## config.mk

```make
export PLATFORM = sky130hd
export DESIGN_NAME = ftmd_front
export DESIGN_NICKNAME = d
export VERILOG_FILES = /design/src/rtl/core/ftmd_pkg.sv /design/src/rtl/core/ftmd_front.sv
export SDC_FILE = /design/constraint.sdc
export NUM_CORES = 1
export LEC_CHECK = 0
export ABC_AREA = 1
export BUFFER_PORTS_ARGS = -buffer_cell sky130_fd_sc_hd__buf_2
export CAP_MARGIN = 0
export CELL_PAD_IN_SITES_DETAIL_PLACEMENT = 0
export CELL_PAD_IN_SITES_GLOBAL_PLACEMENT = 2
export CORE_ASPECT_RATIO = 1.5
export CORE_UTILIZATION = 38
export DETAILED_ROUTE_END_ITERATION = 7
export HOLD_SLACK_MARGIN = 0.1
export PLACE_DENSITY_LB_ADDON = 0.1
export SKIP_LAST_GASP = 1
export SLEW_MARGIN = 20
export SYNTH_ARGS = -nofsm -noshare
export SYNTH_HDL_FRONTEND = slang
export SYNTH_SLANG_ARGS = --single-unit
export TNS_END_PERCENT = 10
```

## constraint.sdc

```tcl
create_clock -name clk -period 4.31 [get_ports clk]
set_input_delay 0.6465 -clock clk [delete_from_list [all_inputs] [get_ports clk]]
set_output_delay 0.6465 -clock clk [all_outputs]
set_load 0.01 [all_outputs]
```

## src/rtl/core/ftmd_pkg.sv

```systemverilog
// Shared types and constants of the feature-track motion detector.
package ftmd_pkg;

	localparam int LAST_DEPTH_DEF  = 256;
	localparam int NUM_CAMERAS_DEF = 4;
	localparam int COORD_BITS_DEF  = 16;

	localparam int CAM_W   = 2;
	localparam int TID_W   = 24;
	localparam int POS_W   = 16;
	localparam int CNT_W   = 11;
	localparam int TOT_W   = 16;
	localparam int RATIO_W = 9;

	localparam logic [TID_W-1:0] TID_UNTRACKED = '1;
	localparam logic [TOT_W-1:0] TOT_MAX       = '1;

	typedef enum logic [1:0] {
		MODE_LOAD  = 2'd0,
		MODE_NEW   = 2'd1,
		MODE_EVAL  = 2'd2,
		MODE_START = 2'd3
	} mode_t;

	localparam logic [2:0] REG_MIN_MATCHES = 3'd0;
	localparam logic [2:0] REG_MAX_MATCHES = 3'd1;
	localparam logic [2:0] REG_RATIO       = 3'd2;
	localparam logic [2:0] REG_THRESHOLD   = 3'd3;
	localparam logic [2:0] REG_SIGMA       = 3'd4;

	// One classified request handed from front to back.
	typedef struct packed {
		mode_t             mode;
		logic              do_match;
		logic [CAM_W-1:0]  camera;
		logic [TID_W-1:0]  trk_id;
		logic [POS_W-1:0]  pos_x;
		logic [POS_W-1:0]  pos_y;
		logic              has_last;
	} cmd_t;

endpackage

```

## src/rtl/core/ftmd_front.sv

```systemverilog
// Front end: accepts requests, classifies them and queues them for the back end.
module ftmd_front #(
	parameter int NUM_CAMERAS = ftmd_pkg::NUM_CAMERAS_DEF,
	parameter int COORD_BITS  = ftmd_pkg::COORD_BITS_DEF
) (
	input  logic                        clk,
	input  logic                        arst_n,
	input  logic                        start,
	output logic                        busy,
	input  logic [1:0]                  mode,
	input  logic [ftmd_pkg::CAM_W-1:0]  camera,
	input  logic signed [ftmd_pkg::TID_W-1:0] trk_id,
	input  logic [ftmd_pkg::POS_W-1:0]  pos_x,
	input  logic [ftmd_pkg::POS_W-1:0]  pos_y,
	input  logic                        has_last,
	output logic                        q_valid,
	output ftmd_pkg::cmd_t              q_cmd,
	input  logic                        q_pop
);

	// Two-entry queue.
	ftmd_pkg::cmd_t mem_q [2];
	logic           wr_q, rd_q;
	logic [1:0]     cnt_q;
	ftmd_pkg::cmd_t cmd;
	logic           push;
	logic           cam_ok;
	logic [ftmd_pkg::POS_W-1:0] mask;

	assign busy = (cnt_q == 2'd2);
	assign push = start && !busy;
	assign mask = ftmd_pkg::POS_W'((32'd1 << COORD_BITS) - 32'd1);
	assign cam_ok = (32'(camera) < NUM_CAMERAS);

	always_comb begin
		cmd.mode     = ftmd_pkg::mode_t'(mode);
		cmd.camera   = camera;
		cmd.trk_id   = trk_id;
		cmd.pos_x    = pos_x & mask;
		cmd.pos_y    = pos_y & mask;
		cmd.has_last = has_last;
		cmd.do_match = cam_ok && (trk_id != ftmd_pkg::TID_UNTRACKED);
		if (cmd.mode == ftmd_pkg::MODE_LOAD) begin
			cmd.do_match = cam_ok;
		end
	end

	always_ff @(posedge clk or negedge arst_n) begin
		if (!arst_n) begin
			wr_q  <= 1'b0;
			rd_q  <= 1'b0;
			cnt_q <= 2'd0;
		end else begin
			if (push) wr_q <= ~wr_q;
			if (q_pop) rd_q <= ~rd_q;
			cnt_q <= cnt_q + 2'(push) - 2'(q_pop);
		end
	end

	always_ff @(posedge clk) begin
		if (push) mem_q[wr_q] <= cmd;
	end

	assign q_valid = (cnt_q != 2'd0);
	assign q_cmd   = mem_q[rd_q];

endmodule

```

==> results by group <==
Global routing
  • Largest net degree at the start of global routing: 63
  • Total global routing track utilization: 13.8%
  • First-pass GRT wire length: 13.3 mm
  • Vias in the first global route: 2,681
  • Initial antenna violation count: 0
  • GRT overflow: 0

CTS
  • H-tree lvl count: 4
  • Worst-path clk slew: 0.06 ns
  • Clock Path Buffers: 2
  • CTS Sinks: 128
  • # Post-CTS Setup Buffers: 0
  • TritonCTS clock tree: yes
  • # hold bufs at CTS: 1
  • Worst-Skew Late Latency: 0.40 ns
  • CTS Root Cell: clkbuf_16
  • Num CTS Buffers: 17
  • Post-CTS resize count: 0

Floorplan
  • Die Y: 144 um
  • Die Footprint: 13,800 um2
  • Core Rows: 51
  • Die W: 96.3 um
  • IO Pins: 129
  • Core Box Area: 13,000 um2
  • Initial core utilization: 39.0%

Cells and area
  • Most frequent cells in the layout: buf_2 (128), edfxtp_1 (124), mux2_4 (59)
  • Fin nets: 450
  • Fin cells: 555
  • Antenna diode count: 0
  • Footprint of the multi-input gates: 1110 um2
  • Synthesis-to-finish area growth: 26.8%
  • Fillers: 1,163
  • Seq. cell area: 3830 um2
  • Share of cells above drive strength 1: 58.1%
  • Most common cell after layout, fill and taps aside: buf_2
  • Cell area after layout: 6430 um2
  • Core Util, Final: 49.4%

Synth
  • Syn_nets: 305
  • Gate count after technology mapping: 238
  • Cell area after synthesis: 5070 um2
  • Yosys warning count: 0
  • Avg Cell Area, Syn: 21.3 um2
  • Synth unique cells: 15
  • #FFs+latches synth: 128
  • Register area share after synthesis: 75.4%

Pwr
  • Power, Total: 4.54 mW
  • Pwr dens: 706 nW/um2
  • VDD IR max: 0.351 mV
  • Lkg Pwr: 2.60 nW

STA
  • Fin worst setup slack: 1.53 ns
  • Setup violations, final: 0
  • Slew margin rel.: 43.9%
  • Min Tclk post-route: 2.78 ns
  • Hold Violations, Final: 0
  • Final hold slack: 0.427 ns
  • Fin Setup TNS: 0 ns
  • RSZ-0062 raised after global routing: false
  • Clk_skew: 0.00608 ns
  • Max Clock Freq: 0.359 GHz
  • Actual slew at the worst max-slew pin: 0.842 ns
  • Final period utilization: 64.6%
  • Final Max Slew Viols: 0

Placed design
  • Port Buffers: 128
  • Placed insts: 522
  • Final Wtd Congestion: 0.659
  • Cell area after placement: 5830 um2
  • Dpl hpwl: 5.75 mm
  • Placement Setup Slack: 1.89 ns

Route
  • Via density: 4.57
  • Vias: 2,534
  • DRC violations left: 0
  • Wire per inst: 15.9 um
  • DR iter-0 viols: 85
  • WL final: 8.85 mm
  • Antenna-violating nets left: 0
  • 1st-pass router iterations: 4

Setup path
  • CP max FO: 31
  • Critical path capture point type: output pin
  • Critical path class: flop to output pin
  • Arrival time at the worst endpoint: 2.14 ns
  • WP data required: 3.66 ns
  • CP startpoint kind: flop

Min path
  • Worst Hold Class: input pin to flop

Flow run
  • Max Cap Viol: 0

Outcome
  • Status: finished, final reports clean
[kinds of logic after synthesis]
group           count (synthesis)  synth area share (%)
compound gates                  1                 0.173
xor+xnor                        3                 0.518
fa+ha+maj                       2                 0.493
buf+inv                        12                  2.96
flops                         128                  75.4
mux                            62                  18.1
simple gates                   30                  2.37
[final timing paths]
check,slack (ns),start,depth (start not counted),end
max,1.53,rd_q,3,q_cmd[0]
min,0.43,pos_x[12],1,mem_q[0][29]
max reg2reg,2.53,cnt_q[1],4,mem_q[1][45]
min reg2reg,0.59,cnt_q[0],1,cnt_q[0]
max in group asynchronous,3.60,arst_n,2,rd_q
min in group asynchronous,0.57,arst_n,2,cnt_q[1]
[area by class of cell]
class	instances	share of cell area, %
multi-input combinational	98	17.3
timing repair buffer	133	10.6
inverter	5	0.292
tap	159	3.09
clock buffer	17	6.61
sequential	128	59.5
clock inverter	15	2.62
[Yosys cell counts]
library cell / n / share of area, %
xor2_1: 2 / 0.35
buf_12: 6 / 2.4
or2_2: 2 / 0.25
mux2_4: 59 / 17
nor2_1: 10 / 0.74
ha_1: 2 / 0.49
mux2_2: 3 / 0.67
xnor2_1: 1 / 0.17
nand2_1: 17 / 1.3
buf_6: 1 / 0.22
inv_1: 5 / 0.37
nand4_1: 1 / 0.12
o21ai_2: 1 / 0.17
dfrtp_1: 4 / 2.0
edfxtp_1: 124 / 73
[per-layer routing]
metal	vias to the layer above	GRT usage [%]	routed length, um
met3	14	5.82	667
li1	1200	-	-
met4	0	6.73	151
met1	1237	13.2	3210
met2	83	24.7	4820
met5	-	0	0
[critical path, stage by stage (launching register included)]
cell,delay (ns)
dfrtp_4,0.79
buf_4,0.41
mux2_2,0.37
buf_2,0.14
[registers in the layout, indices dropped and copies added, names as in the netlist]
signal / count
mem_q: 124
cnt_q: 2
rd_q: 1
wr_q: 1
[report_power, final]
group	switching, mW	internal (mW)
Sequential	0.147	1.71
Clock	0.510	0.904
Combinational	0.604	0.670
Total	1.26	3.28
Power figures use the tool's default switching activity.
